[src/vps_pkg.sv]
// shared types and constants of the velocity pid controller with drive smoothing
// no dependencies; imported by the top level
package vps_pkg;

    localparam int CFG_IDX_W  = 3;
    localparam int CFG_DATA_W = 32;
    localparam int FRAC_BITS  = 16;
    localparam int MUL_A_W    = 18;   // signed operand of the shared multiplier
    localparam int MUL_B_W    = 16;   // unsigned operand (gain or scale)
    localparam int MUL_W      = 35;
    localparam int ERR_W      = 36;
    localparam int ERRC_W     = 17;   // clamped error
    localparam int ROUND_HALF = 32768;
    localparam int FRAC_ONE   = 65536;

    // configuration register indexes
    localparam logic [CFG_IDX_W-1:0] CFG_TARGET    = 3'd0;
    localparam logic [CFG_IDX_W-1:0] CFG_STEPS     = 3'd1;
    localparam logic [CFG_IDX_W-1:0] CFG_ERR_LIMIT = 3'd2;
    localparam logic [CFG_IDX_W-1:0] CFG_GAIN_P    = 3'd3;
    localparam logic [CFG_IDX_W-1:0] CFG_GAIN_I    = 3'd4;
    localparam logic [CFG_IDX_W-1:0] CFG_GAIN_D    = 3'd5;
    localparam logic [CFG_IDX_W-1:0] CFG_DRIVE_MAX = 3'd6;
    localparam logic [CFG_IDX_W-1:0] CFG_PERIOD    = 3'd7;

    typedef enum logic [3:0] {
        S_IDLE,
        S_CHECK,
        S_ERR,
        S_MP,
        S_MI,
        S_MDL,
        S_MDH,
        S_ACC,
        S_CLAMP,
        S_DELTA,
        S_SCALE,
        S_NEW,
        S_FINISH
    } t_state;

endpackage

[src/vps_if.sv]
// valid/ready channel interfaces for the sample input and the drive result
// depends on nothing; used by the top level
interface vps_in_if;
    logic        valid;
    logic        ready;
    logic [31:0] now_us;
    logic [31:0] position;

    modport source (output valid, output now_us, output position, input ready);
    modport sink   (input valid, input now_us, input position, output ready);
endinterface

interface vps_out_if #(
    parameter int DAC_BITS = 16
);
    logic                valid;
    logic                ready;
    logic                updated;
    logic [DAC_BITS-1:0] dac_code;
    logic                significant_change;

    modport source (output valid, output updated, output dac_code,
                    output significant_change, input ready);
    modport sink   (input valid, input updated, input dac_code,
                    input significant_change, output ready);
endinterface

[src/velocity_pid_with_slew_filter_unit.sv]
// velocity-form pid position controller with a smoothed, clamped drive output
// depends on vps_pkg and the channel interfaces in vps_if.sv
//
// usage:
//   i_smp carries one sample beat: now_us timestamp and encoder position.
//   o_res returns one result beat per sample: updated flag, dac_code and
//   significant_change. configuration is written through i_cfg_we/idx/data
//   and the user must write it only while the block is idle; the block
//   itself does not enforce this.
// timing:
//   a sample that is due runs through one shared 18x16 multiplier and one
//   accumulator under a sequencer: the multiplier steps (target scale,
//   then p, i and two halves of d), then the clamp and smoothing stages.
//   a sample that arrives before the period has elapsed skips to the last
//   step. i_smp.ready is high only while the sequencer is idle, so a new
//   sample is taken only after the previous one has left the sequencer.
// reset: synchronous, active low; configuration registers return to their
//   defaults and the controller state (drive, history, last sample time) clears to zero.
// stall: the result sits in an output register; a new input beat is taken
//   while it waits, and that item holds in its last step until the slot frees.
module velocity_pid_with_slew_filter_unit
    import vps_pkg::*;
#(
    parameter int DAC_BITS      = 16,
    parameter int POSITION_BITS = 32
) (
    input  logic                  i_clk,
    input  logic                  i_rst_n,
    input  logic                  i_cfg_we,
    input  logic [CFG_IDX_W-1:0]  i_cfg_idx,
    input  logic [CFG_DATA_W-1:0] i_cfg_data,
    vps_in_if.sink                i_smp,
    vps_out_if.source             o_res
);

    localparam int DRV_W = DAC_BITS + FRAC_BITS;
    localparam int D2_W  = POSITION_BITS + 2;
    localparam int ACC_W = D2_W + 28;
    localparam int DLT_W = DRV_W + 1;
    localparam int SCL_W = DRV_W + 12;
    localparam int STP_W = SCL_W - FRAC_BITS;
    localparam int HI_W  = D2_W - 17;
    localparam logic [31:0] DAC_MASK = (32'd1 << DAC_BITS) - 32'd1;
    localparam logic signed [STP_W-1:0] STEP_HI = STP_W'(FRAC_ONE);
    localparam logic signed [STP_W-1:0] STEP_LO = -STEP_HI;

    // configuration registers
    logic signed [15:0] r_target;
    logic [15:0]        r_steps;
    logic [15:0]        r_err_lim;
    logic [15:0]        r_gain_p;
    logic [15:0]        r_gain_i;
    logic [15:0]        r_gain_d;
    logic [15:0]        r_drive_max;
    logic [31:0]        r_period;

    // controller state
    logic [31:0]                      r_last;
    logic signed [ERRC_W-1:0]         r_prev_err;
    logic signed [POSITION_BITS-1:0]  r_prev_pos;
    logic signed [POSITION_BITS-1:0]  r_older_pos;
    logic [DRV_W-1:0]                 r_drive;

    // working registers of one item
    t_state                           r_state, n_state;
    logic [31:0]                      r_now;
    logic signed [POSITION_BITS-1:0]  r_pos;
    logic signed [ERRC_W-1:0]         r_err;
    logic signed [D2_W-1:0]           r_d2;
    logic signed [MUL_W-1:0]          r_prod;
    logic signed [ACC_W-1:0]          r_acc;
    logic [DRV_W-1:0]                 r_clamped;
    logic signed [DLT_W-1:0]          r_delta;
    logic signed [SCL_W-1:0]          r_scaled;
    logic [DRV_W-1:0]                 r_nd;
    logic                             r_upd;
    logic                             r_flag;

    // output slot
    logic                r_out_valid;
    logic                r_out_upd;
    logic [DAC_BITS-1:0] r_out_code;
    logic                r_out_sig;

    logic                      in_fire;
    logic                      out_free;
    logic                      take;
    logic signed [MUL_A_W-1:0] mul_a;
    logic [MUL_B_W-1:0]        mul_b;
    logic signed [ERR_W-1:0]   err_full;
    logic signed [ERR_W-1:0]   err_lim;
    logic signed [ERRC_W-1:0]  err_clamped;
    logic signed [D2_W-1:0]    d2;
    logic signed [ACC_W-1:0]   prod_ext;
    logic [DAC_BITS-1:0]       top_code;
    logic [DRV_W-1:0]          top;
    logic signed [ACC_W-1:0]   top_s;
    logic signed [STP_W-1:0]   step;

    assign in_fire  = i_smp.valid && i_smp.ready;
    assign out_free = !r_out_valid || o_res.ready;
    assign take     = !((r_now - r_last) < r_period);

    assign i_smp.ready              = (r_state == S_IDLE);
    assign o_res.valid              = r_out_valid;
    assign o_res.updated            = r_out_upd;
    assign o_res.dac_code           = r_out_code;
    assign o_res.significant_change = r_out_sig;

    // error against target, clamped symmetric
    always_comb begin
        err_full = ERR_W'(r_prod) - ERR_W'(r_pos);
        err_lim  = ERR_W'($signed({1'b0, r_err_lim}));
        if (err_full > err_lim) begin
            err_clamped = ERRC_W'(err_lim);
        end else if (err_full < -err_lim) begin
            err_clamped = ERRC_W'(-err_lim);
        end else begin
            err_clamped = ERRC_W'(err_full);
        end
        d2 = D2_W'(r_pos) - (D2_W'(r_prev_pos) <<< 1) + D2_W'(r_older_pos);
    end

    assign prod_ext = ACC_W'(r_prod);

    // drive ceiling is the smaller of drive_max and the dac range
    assign top_code = (32'(r_drive_max) > DAC_MASK) ? DAC_BITS'(DAC_MASK)
                                                    : DAC_BITS'(r_drive_max);
    assign top      = {top_code, {FRAC_BITS{1'b0}}};
    assign top_s    = ACC_W'(top);
    assign step     = STP_W'(r_scaled >>> FRAC_BITS);

    // sequencer: next state and shared multiplier operands
    always_comb begin
        n_state = r_state;
        mul_a   = '0;
        mul_b   = '0;
        unique case (r_state)
            S_IDLE: begin
                if (in_fire) n_state = S_CHECK;
            end
            S_CHECK: begin
                mul_a   = MUL_A_W'(r_target);
                mul_b   = r_steps;
                n_state = take ? S_ERR : S_FINISH;
            end
            S_ERR: n_state = S_MP;
            S_MP: begin
                mul_a   = MUL_A_W'(r_err) - MUL_A_W'(r_prev_err);
                mul_b   = r_gain_p;
                n_state = S_MI;
            end
            S_MI: begin
                mul_a   = MUL_A_W'(r_err);
                mul_b   = r_gain_i;
                n_state = S_MDL;
            end
            S_MDL: begin
                // low 17 bits of the second difference, unsigned
                mul_a   = {1'b0, r_d2[16:0]};
                mul_b   = r_gain_d;
                n_state = S_MDH;
            end
            S_MDH: begin
                mul_a   = MUL_A_W'($signed(r_d2[D2_W-1 -: HI_W]));
                mul_b   = r_gain_d;
                n_state = S_ACC;
            end
            S_ACC:    n_state = S_CLAMP;
            S_CLAMP:  n_state = S_DELTA;
            S_DELTA:  n_state = S_SCALE;
            S_SCALE:  n_state = S_NEW;
            S_NEW:    n_state = S_FINISH;
            S_FINISH: begin
                if (out_free) n_state = S_IDLE;
            end
            default:  n_state = S_IDLE;
        endcase
    end

    always_ff @(posedge i_clk) begin
        if (!i_rst_n) begin
            r_state <= S_IDLE;
        end else begin
            r_state <= n_state;
        end
    end

    // configuration writes
    always_ff @(posedge i_clk) begin
        if (!i_rst_n) begin
            r_target    <= 16'sd0;
            r_steps     <= 16'd1;
            r_err_lim   <= 16'd65535;
            r_gain_p    <= 16'd256;
            r_gain_i    <= 16'd0;
            r_gain_d    <= 16'd0;
            r_drive_max <= 16'd65535;
            r_period    <= 32'd1000;
        end else if (i_cfg_we) begin
            unique case (i_cfg_idx)
                CFG_TARGET:    r_target    <= i_cfg_data[15:0];
                CFG_STEPS:     r_steps     <= i_cfg_data[15:0];
                CFG_ERR_LIMIT: r_err_lim   <= i_cfg_data[15:0];
                CFG_GAIN_P:    r_gain_p    <= i_cfg_data[15:0];
                CFG_GAIN_I:    r_gain_i    <= i_cfg_data[15:0];
                CFG_GAIN_D:    r_gain_d    <= i_cfg_data[15:0];
                CFG_DRIVE_MAX: r_drive_max <= i_cfg_data[15:0];
                CFG_PERIOD:    r_period    <= i_cfg_data;
                default:       ;
            endcase
        end
    end

    // datapath of one item
    always_ff @(posedge i_clk) begin
        r_prod <= mul_a * $signed({1'b0, mul_b});
        unique case (r_state)
            S_IDLE: begin
                if (in_fire) begin
                    r_now <= i_smp.now_us;
                    r_pos <= i_smp.position[POSITION_BITS-1:0];
                end
            end
            S_CHECK: begin
                r_upd  <= take;
                r_nd   <= r_drive;
                r_flag <= 1'b0;
            end
            S_ERR: begin
                r_err <= err_clamped;
                r_d2  <= d2;
            end
            S_MP:  r_acc <= ACC_W'({1'b0, r_drive});
            S_MI:  r_acc <= r_acc + (prod_ext <<< 8);
            S_MDL: r_acc <= r_acc + (prod_ext <<< 8);
            S_MDH: r_acc <= r_acc + (prod_ext <<< 8);
            // high half of the d product sits 17 bits up
            S_ACC: r_acc <= r_acc + (prod_ext <<< 25);
            S_CLAMP: begin
                if (r_acc[ACC_W-1]) begin
                    r_clamped <= '0;
                end else if (r_acc > top_s) begin
                    r_clamped <= top;
                end else begin
                    r_clamped <= r_acc[DRV_W-1:0];
                end
            end
            S_DELTA: r_delta <= DLT_W'({1'b0, r_clamped}) - DLT_W'({1'b0, r_drive});
            S_SCALE: begin
                // 1966 * delta by shift-add, plus half for round to nearest
                r_scaled <= (SCL_W'(r_delta) <<< 11) - (SCL_W'(r_delta) <<< 6)
                          - (SCL_W'(r_delta) <<< 4) - (SCL_W'(r_delta) <<< 1)
                          + SCL_W'(ROUND_HALF);
            end
            S_NEW: begin
                r_nd   <= r_drive + DRV_W'(step);
                r_flag <= (step > STEP_HI) || (step < STEP_LO);
            end
            S_FINISH: ;
            default:  ;
        endcase
    end

    // controller state commit and output slot
    always_ff @(posedge i_clk) begin
        if (!i_rst_n) begin
            r_last      <= '0;
            r_prev_err  <= '0;
            r_prev_pos  <= '0;
            r_older_pos <= '0;
            r_drive     <= '0;
            r_out_valid <= 1'b0;
        end else if ((r_state == S_FINISH) && out_free) begin
            r_out_valid <= 1'b1;
            if (r_upd) begin
                r_last      <= r_now;
                r_prev_err  <= r_err;
                r_older_pos <= r_prev_pos;
                r_prev_pos  <= r_pos;
                r_drive     <= r_nd;
            end
        end else if (r_out_valid && o_res.ready) begin
            r_out_valid <= 1'b0;
        end
    end

    always_ff @(posedge i_clk) begin
        if ((r_state == S_FINISH) && out_free) begin
            r_out_upd  <= r_upd;
            r_out_code <= r_nd[DRV_W-1:FRAC_BITS];
            r_out_sig  <= r_flag;
        end
    end

endmodule

[src/flat_wrapper.sv]
// flat-port wrapper written by rule: the top's interface ports become plain ports
module velocity_pid_with_slew_filter_unit_flat import vps_pkg::*;
#(
    parameter int DAC_BITS      = 16,
    parameter int POSITION_BITS = 32
)
  (i_clk, i_rst_n, i_cfg_we, i_cfg_idx, i_cfg_data, i_smp_valid, i_smp_now_us, i_smp_position, i_smp_ready, o_res_valid, o_res_updated, o_res_dac_code, o_res_significant_change, o_res_ready);
  vps_in_if i_smp_i ();
  vps_out_if #(.DAC_BITS(DAC_BITS)) o_res_i ();
  input  logic i_clk;
  input  logic i_rst_n;
  input  logic i_cfg_we;
  input  logic [CFG_IDX_W-1:0] i_cfg_idx;
  input  logic [CFG_DATA_W-1:0] i_cfg_data;
  input wire logic [$bits(i_smp_i.valid)-1:0] i_smp_valid;
  input wire logic [$bits(i_smp_i.now_us)-1:0] i_smp_now_us;
  input wire logic [$bits(i_smp_i.position)-1:0] i_smp_position;
  output wire logic [$bits(i_smp_i.ready)-1:0] i_smp_ready;
  output wire logic [$bits(o_res_i.valid)-1:0] o_res_valid;
  output wire logic [$bits(o_res_i.updated)-1:0] o_res_updated;
  output wire logic [$bits(o_res_i.dac_code)-1:0] o_res_dac_code;
  output wire logic [$bits(o_res_i.significant_change)-1:0] o_res_significant_change;
  input wire logic [$bits(o_res_i.ready)-1:0] o_res_ready;
  assign i_smp_i.valid = i_smp_valid;
  assign i_smp_i.now_us = i_smp_now_us;
  assign i_smp_i.position = i_smp_position;
  assign i_smp_ready = i_smp_i.ready;
  assign o_res_valid = o_res_i.valid;
  assign o_res_updated = o_res_i.updated;
  assign o_res_dac_code = o_res_i.dac_code;
  assign o_res_significant_change = o_res_i.significant_change;
  assign o_res_i.ready = o_res_ready;
  velocity_pid_with_slew_filter_unit #(.DAC_BITS(DAC_BITS), .POSITION_BITS(POSITION_BITS)) u_core (.i_clk(i_clk), .i_rst_n(i_rst_n), .i_cfg_we(i_cfg_we), .i_cfg_idx(i_cfg_idx), .i_cfg_data(i_cfg_data), .i_smp(i_smp_i), .o_res(o_res_i));
endmodule
[config.mk]
export PLATFORM = sky130hd
export DESIGN_NAME = velocity_pid_with_slew_filter_unit_flat
export DESIGN_NICKNAME = d
export VERILOG_FILES = /design/src/vps_pkg.sv /design/src/vps_if.sv /design/src/velocity_pid_with_slew_filter_unit.sv /design/src/flat_wrapper.sv
export SDC_FILE = /design/constraint.sdc
export NUM_CORES = 2
export LEC_CHECK = 0
export BUFFER_PORTS_ARGS = -buffer_cell sky130_fd_sc_hd__buf_4
export CORE_MARGIN = 2
export CORE_UTILIZATION = 66
export CTS_BUF_LIST = sky130_fd_sc_hd__clkbuf_2
export DETAILED_ROUTE_END_ITERATION = 16
export GPL_ROUTABILITY_DRIVEN = 0
export GPL_TIMING_DRIVEN = 1
export PLACE_DENSITY = 0.83
export SETUP_SLACK_MARGIN = 0.1
export SLEW_MARGIN = 25
export SYNTH_ARGS = -nofsm -noshare
export SYNTH_HDL_FRONTEND = slang
export SYNTH_SLANG_ARGS = --single-unit
[constraint.sdc]
create_clock -name i_clk -period 9.66 [get_ports i_clk]
set_input_delay 0.966 -clock i_clk [delete_from_list [all_inputs] [get_ports i_clk]]
set_output_delay 0.966 -clock i_clk [all_outputs]
set_load 0.1 [all_outputs]
---- Word-level counts from Yosys, hierarchy flattened ----
Cells that the tools add are included.
W data, S select, Z words.
cells by class
  reductions and logical operators ........ 26
  shift-type cells ........................ 0
  eq/ne operators ......................... 21
  $mul .................................... 1
  order comparisons ....................... 6
  div/mod/pow operators ................... 0
  bitwise gates (word level) .............. 0
  mux-type cells .......................... 14
  add/subtract/negate cells ............... 14
operators by type and width
  operator                  number
  $pmux W62 S3              1
  $pmux W18 S5              1
  $pmux W16 S4              1
  $pmux W32 S2              1
  $add A62 B43 Y62          1
  $add A62 B60 Y62          1
  $gt A62 B33 Y1            1
  $pmux W4 S13              1
  $add A44 B17 Y44 const B  1
  $sub A44 B34 Y44          1
  $sub A44 B37 Y44          1
  $sub A44 B39 Y44          1
  $gt A36 B17 Y1            1
  $lt A36 B36 Y1            1
  $neg A16 Y36              1
  $sub A35 B32 Y36          1
  $mul A18 B17 Y35          1
  $add A34 B32 Y34          1
  $sub A32 B33 Y34          1
  $sub A32 B32 Y33          1
  $add A32 B32 Y32          1
  $lt A32 B32 Y1            1
  $mux W32                  1
  $sub A32 B32 Y32          1
  27 further kinds          58
storage, ports and cells
  input bits .............................. 104
  memories ................................ 0
  output and inout port bits .............. 20
  register bits after elaboration ......... 667
  RAM bits ................................ 0
  word-level logic and storage cells ...... 114
  ROM bits ................................ 0
  latch bits .............................. 0

---- Depth between registers and ports, before layout ----
  word-level depth ........................ 4
  gate-level depth with buffers ........... 40
  depth with buffers taken out ............ 39

---- Worst setup path after synthesis ----
Ideal clock, no wire load.
  kind .................................... register to register
  from .................................... reg u_core.r_err[1]
  to ...................................... reg u_core.r_prod[33]
  period minus slack after synthesis ...... 8836 ps
  path slack .............................. 824 ps
  cell stages (with the launch flop) ...... 36
  arrival ................................. 8764 ps
  required time ........................... 9588 ps
  path buffers ............................ 1
  cells stage by stage .................... edfxtp_1 ha_1 nor2b_1 o21ai_0 a21boi_0 o21ai_0 a21boi_0 o21ai_0 a21oi_1 o31a_1 o41ai_1 a2bb2oi_1 a211o_1 clkbuf_1 nand2_1 fa_1 inv_1 fa_1 fa_1 fa_1 fa_1 inv_1 fa_1 inv_1 ha_1 nand3_1 nor4_1 a211oi_1 o21ai_0 a211oi_1 nor2_1 or4_1 a31o_2 a311o_1 a21oi_1 xnor2_1
on the way
  longest elaborated chain between the ends .. 3
RTL lines
  element                   line                                       text
  start: declaration        velocity_pid_with_slew_filter_unit.sv:68   logic signed [ERRC_W-1:0] r_err;
  start signal: assignment  velocity_pid_with_slew_filter_unit.sv:231  r_err <= err_clamped;
  $sub A17 B17 Y18          velocity_pid_with_slew_filter_unit.sv:149  mul_a = MUL_A_W'(r_err) - MUL_A_W'(r_prev_err);
  $pmux W18 S5 *            velocity_pid_with_slew_filter_unit.sv:138  unique case (r_state)
  $mul A18 B17 Y35 *        velocity_pid_with_slew_filter_unit.sv:217  r_prod <= mul_a * $signed({1'b0, mul_b});
  end signal: assignment    velocity_pid_with_slew_filter_unit.sv:217
  end: declaration          velocity_pid_with_slew_filter_unit.sv:70   logic signed [MUL_W-1:0] r_prod;
Mark *: on every way between the ends. The rest lies on a longest branch, timed or not.
A chain may end at the register's enable or synchronous reset.

---- Final worst setup path ----
  from .................................... reg u_core.r_prev_err[1]
  to ...................................... reg u_core.r_prod[33]
on the way
  longest elaborated chain between the ends .. 3
RTL lines
  element                   line                                       text
  start: declaration        velocity_pid_with_slew_filter_unit.sv:59   logic signed [ERRC_W-1:0] r_prev_err;
  start signal: assignment  velocity_pid_with_slew_filter_unit.sv:278  r_prev_err <= r_err;
  $sub A17 B17 Y18          velocity_pid_with_slew_filter_unit.sv:149
  $pmux W18 S5              velocity_pid_with_slew_filter_unit.sv:138
  $mul A18 B17 Y35          velocity_pid_with_slew_filter_unit.sv:217
Every way passes these cells.

==> metrics <==
final cell count without fillers 7637; Hold EP u_core.r_period[0]; Longest Clk Path Bufs 3; top cells by area, synth edfxtp_1 18%, fa_1 14%, ha_1 12%; initial core utilization 66.3%; Synth top area share 17.5%; Avg Inst Size Synth 8.98 um2; Crit Path Max Fanout 8; Skew-Pair Late Insertion Delay 1.51 ns; initial antenna violation count 11; Die X 293 um; Post-synth EDFFs 322; Worst R2R End u_core.r_prod[33]; Clock Pin Slew Worst Setup and Hold Paths 0.12 ns; Max-Cap Viols 0; critical path class flop to flop; HP Start i_cfg_idx[1]; Distinct cells, synth 84; CTS tree built; type of origin of the critical path flop; post-synthesis sequential area ratio 29.5%; Placed Cells 7201; status completed; Setup Skew 0.138 ns; HPWL after DPL 118000 um; Slew @ Worst Pin 1.07 ns; Reg2Reg Depth 36; Die ar. 85900 um2; area grow syn2layout 8.97%; final wirelength 157000 um; GRT Total Usage 36.4%; post-route clock period utilization 94.2%; final net count 7437; Synth Register Bits 651; vias in the first global route 46500; 1st-iter DRT viols 4182; smallest hold slack 0.130 ns; Worst Setup End Kind flop; Post-synth ARST share 0%; H-tree Lvls 4; site row count 106; clk root buf clkbuf_2; Critical Path AT 10.53 ns; first-pass GRT wire length 245000 um; final hold violation count 0; detailed-route via count 46900; Setup TNS 0 ns; Mapped Area 55100 um2; Rel. slew slack 28.1%; R2R Setup Slk 0.56 ns; Post-DRT Antenna Nets 0; drt first pass iters 7; Vias per Instance 6.14; cell mode on critical path fa_1; cells after synthesis 6139; HP Class input port to flop; Hold Path Cell Cnt 5; WL/cell 20.5 um; core area 83200 um2; leading area contributor after synthesis edfxtp_1; fmax 110 MHz; Synthesized Nets 7174; # IOs 124; Peak VDD IR 0.000400 V; IO Port Bufs 123; Die Y 293 um; Power, Total 12.3 mW; ys flop type dfxtp_1; final setup violation count 0; Power Dens Cells 205 nW/um2; total CTS buffers 172; post-layout minimum cycle time 9.10 ns; WP data required 11.09 ns; Reg-to-Reg Start u_core.r_prev_err[1]; unrepaired setup endpoints after global routing false; Crit-path slowest cell fa_1; Num Clock Sinks 651; count of pins over their slew limit 0; pin count of the biggest net entering global routing 103; Syn. warnings 0; fraction of layout cells with a size suffix above 1 8.64%; detailed-route DRC error count 0; Pleak 26.3 nW; CP peak stage delay 0.55 ns; grt total ovfl 0
[placed cells by master (no fill, tap or decap), types with 207 or more instances in the layout]
cell type	netlist	routed
a21boi_0	264	263
a21oi_1	311	308
clkbuf_2	16	257
dfxtp_1	329	329
edfxtp_1	322	322
fa_1	384	384
ha_1	547	545
inv_1	768	768
nand2_1	925	923
nor2_1	349	344
xnor2_1	207	207
[routing by layer]
layer / track usage [%] / wire, um / vias to the layer above
li1: - / - / 21600
met1: 43.9 / 57800 / 22300
met2: 58.5 / 71800 / 2390
met3: 9.41 / 16800 / 690
met4: 22.7 / 10600 / 8
met5: 0 / 51 / -
[worst max-delay path by stage]
stage,cells after the start,startpoint,slack (ns),to
final,36,u_core.r_prev_err[1],0.56,u_core.r_prod[33]
after global routing,35,u_core.r_prev_err[1],0.06,u_core.r_prod[33]
after CTS,36,u_core.r_err[1],0.15,u_core.r_prod[34]
after detailed placement,35,u_core.r_err[1],0.11,u_core.r_prod[34]
after global placement,35,u_core.r_err[1],0.39,u_core.r_prod[34]
after floorplan,35,u_core.r_err[1],0.82,u_core.r_prod[33]
[power breakdown]
group | leakage (nW) | total, mW | internal [mW] | switching, mW
Combinational | 19.4 | 6.22 | 2.40 | 3.82
Sequential | 5.64 | 4.01 | 3.60 | 0.410
Clock | 1.25 | 2.08 | 0.827 | 1.25
[repair_timing]
action / CTS / global route
hold buffers: 101 / 0
setup buffers: 0 / 5
setup endpoints to repair: 1 / 5
hold endpoints to repair: 221 / 0
resized for setup: 1 / 22
pin swaps: 0 / 6
[stage by stage]
stage,util (%),area [um2],worst slack (ns)
after floorplan,-,55100,0.824
after global placement,68.8,57200,0.394
after global routing,72.3,60100,0.0627
after detailed placement,68.8,57200,0.114
after CTS,72.1,59900,0.146
final,72.3,60100,0.557
[critical path: cells and delay by family, from the launching register on]
kind | cells | cell delay [ns]
buf+inv | 5 | 0.40
xor+xnor | 1 | 0.13
fa+ha+maj | 8 | 3.65
mux | 1 | 0.40
flops | 1 | 0.39
compound gates | 17 | 3.38
simple gates | 4 | 0.74
[synthesized netlist by cell type (80+ instances only)]
master    number
nand2_1      925
a21oi_1      311
nor3_1        80
clkbuf_1     187
a21o_1       165
dfxtp_1      329
a21boi_0     264
o21ai_0      189
edfxtp_1     322
inv_1        768
ha_1         547
xor2_1        97
nor2_1       349
xnor2_1      207
fa_1         384
[state kept, by name, summed over array words and instances, names as in the netlist, 28 cells and up]
register and flops:
u_core.r_acc 62, u_core.r_clamped 32, u_core.r_d2 34, u_core.r_delta 33, u_core.r_drive 32, u_core.r_last 32, u_core.r_nd 32, u_core.r_now 32
u_core.r_older_pos 32, u_core.r_period 32, u_core.r_pos 32, u_core.r_prev_pos 32, u_core.r_prod 35, u_core.r_scaled 28
[cell type report]
class                      count  area, um2
fill                        5988      23100
clock inverter                63        380
clock buffer                 257       1290
antenna                        9       22.5
multi-input combinational   4503      35300
sequential                   651      16300
tap                         1080       1350
timing repair buffer         305       2570
inverter                     769       2890
[logic make-up (layout without fill, tap and decap cells)]
| logic type | Yosys count | after routing | share of synthesized area (%) |
|---|---|---|---|
| xor+xnor | 304 | 304 | 4.83 |
| other cells | 0 | 9 | 0 |
| fa+ha+maj | 933 | 933 | 26.4 |
| flops | 651 | 651 | 29.5 |
| mux | 47 | 47 | 0.864 |
| compound gates | 1415 | 1415 | 17.2 |
| buf+inv | 985 | 1394 | 6.76 |
| simple gates | 1804 | 1804 | 14.5 |
(Power assumes the default switching activity.)
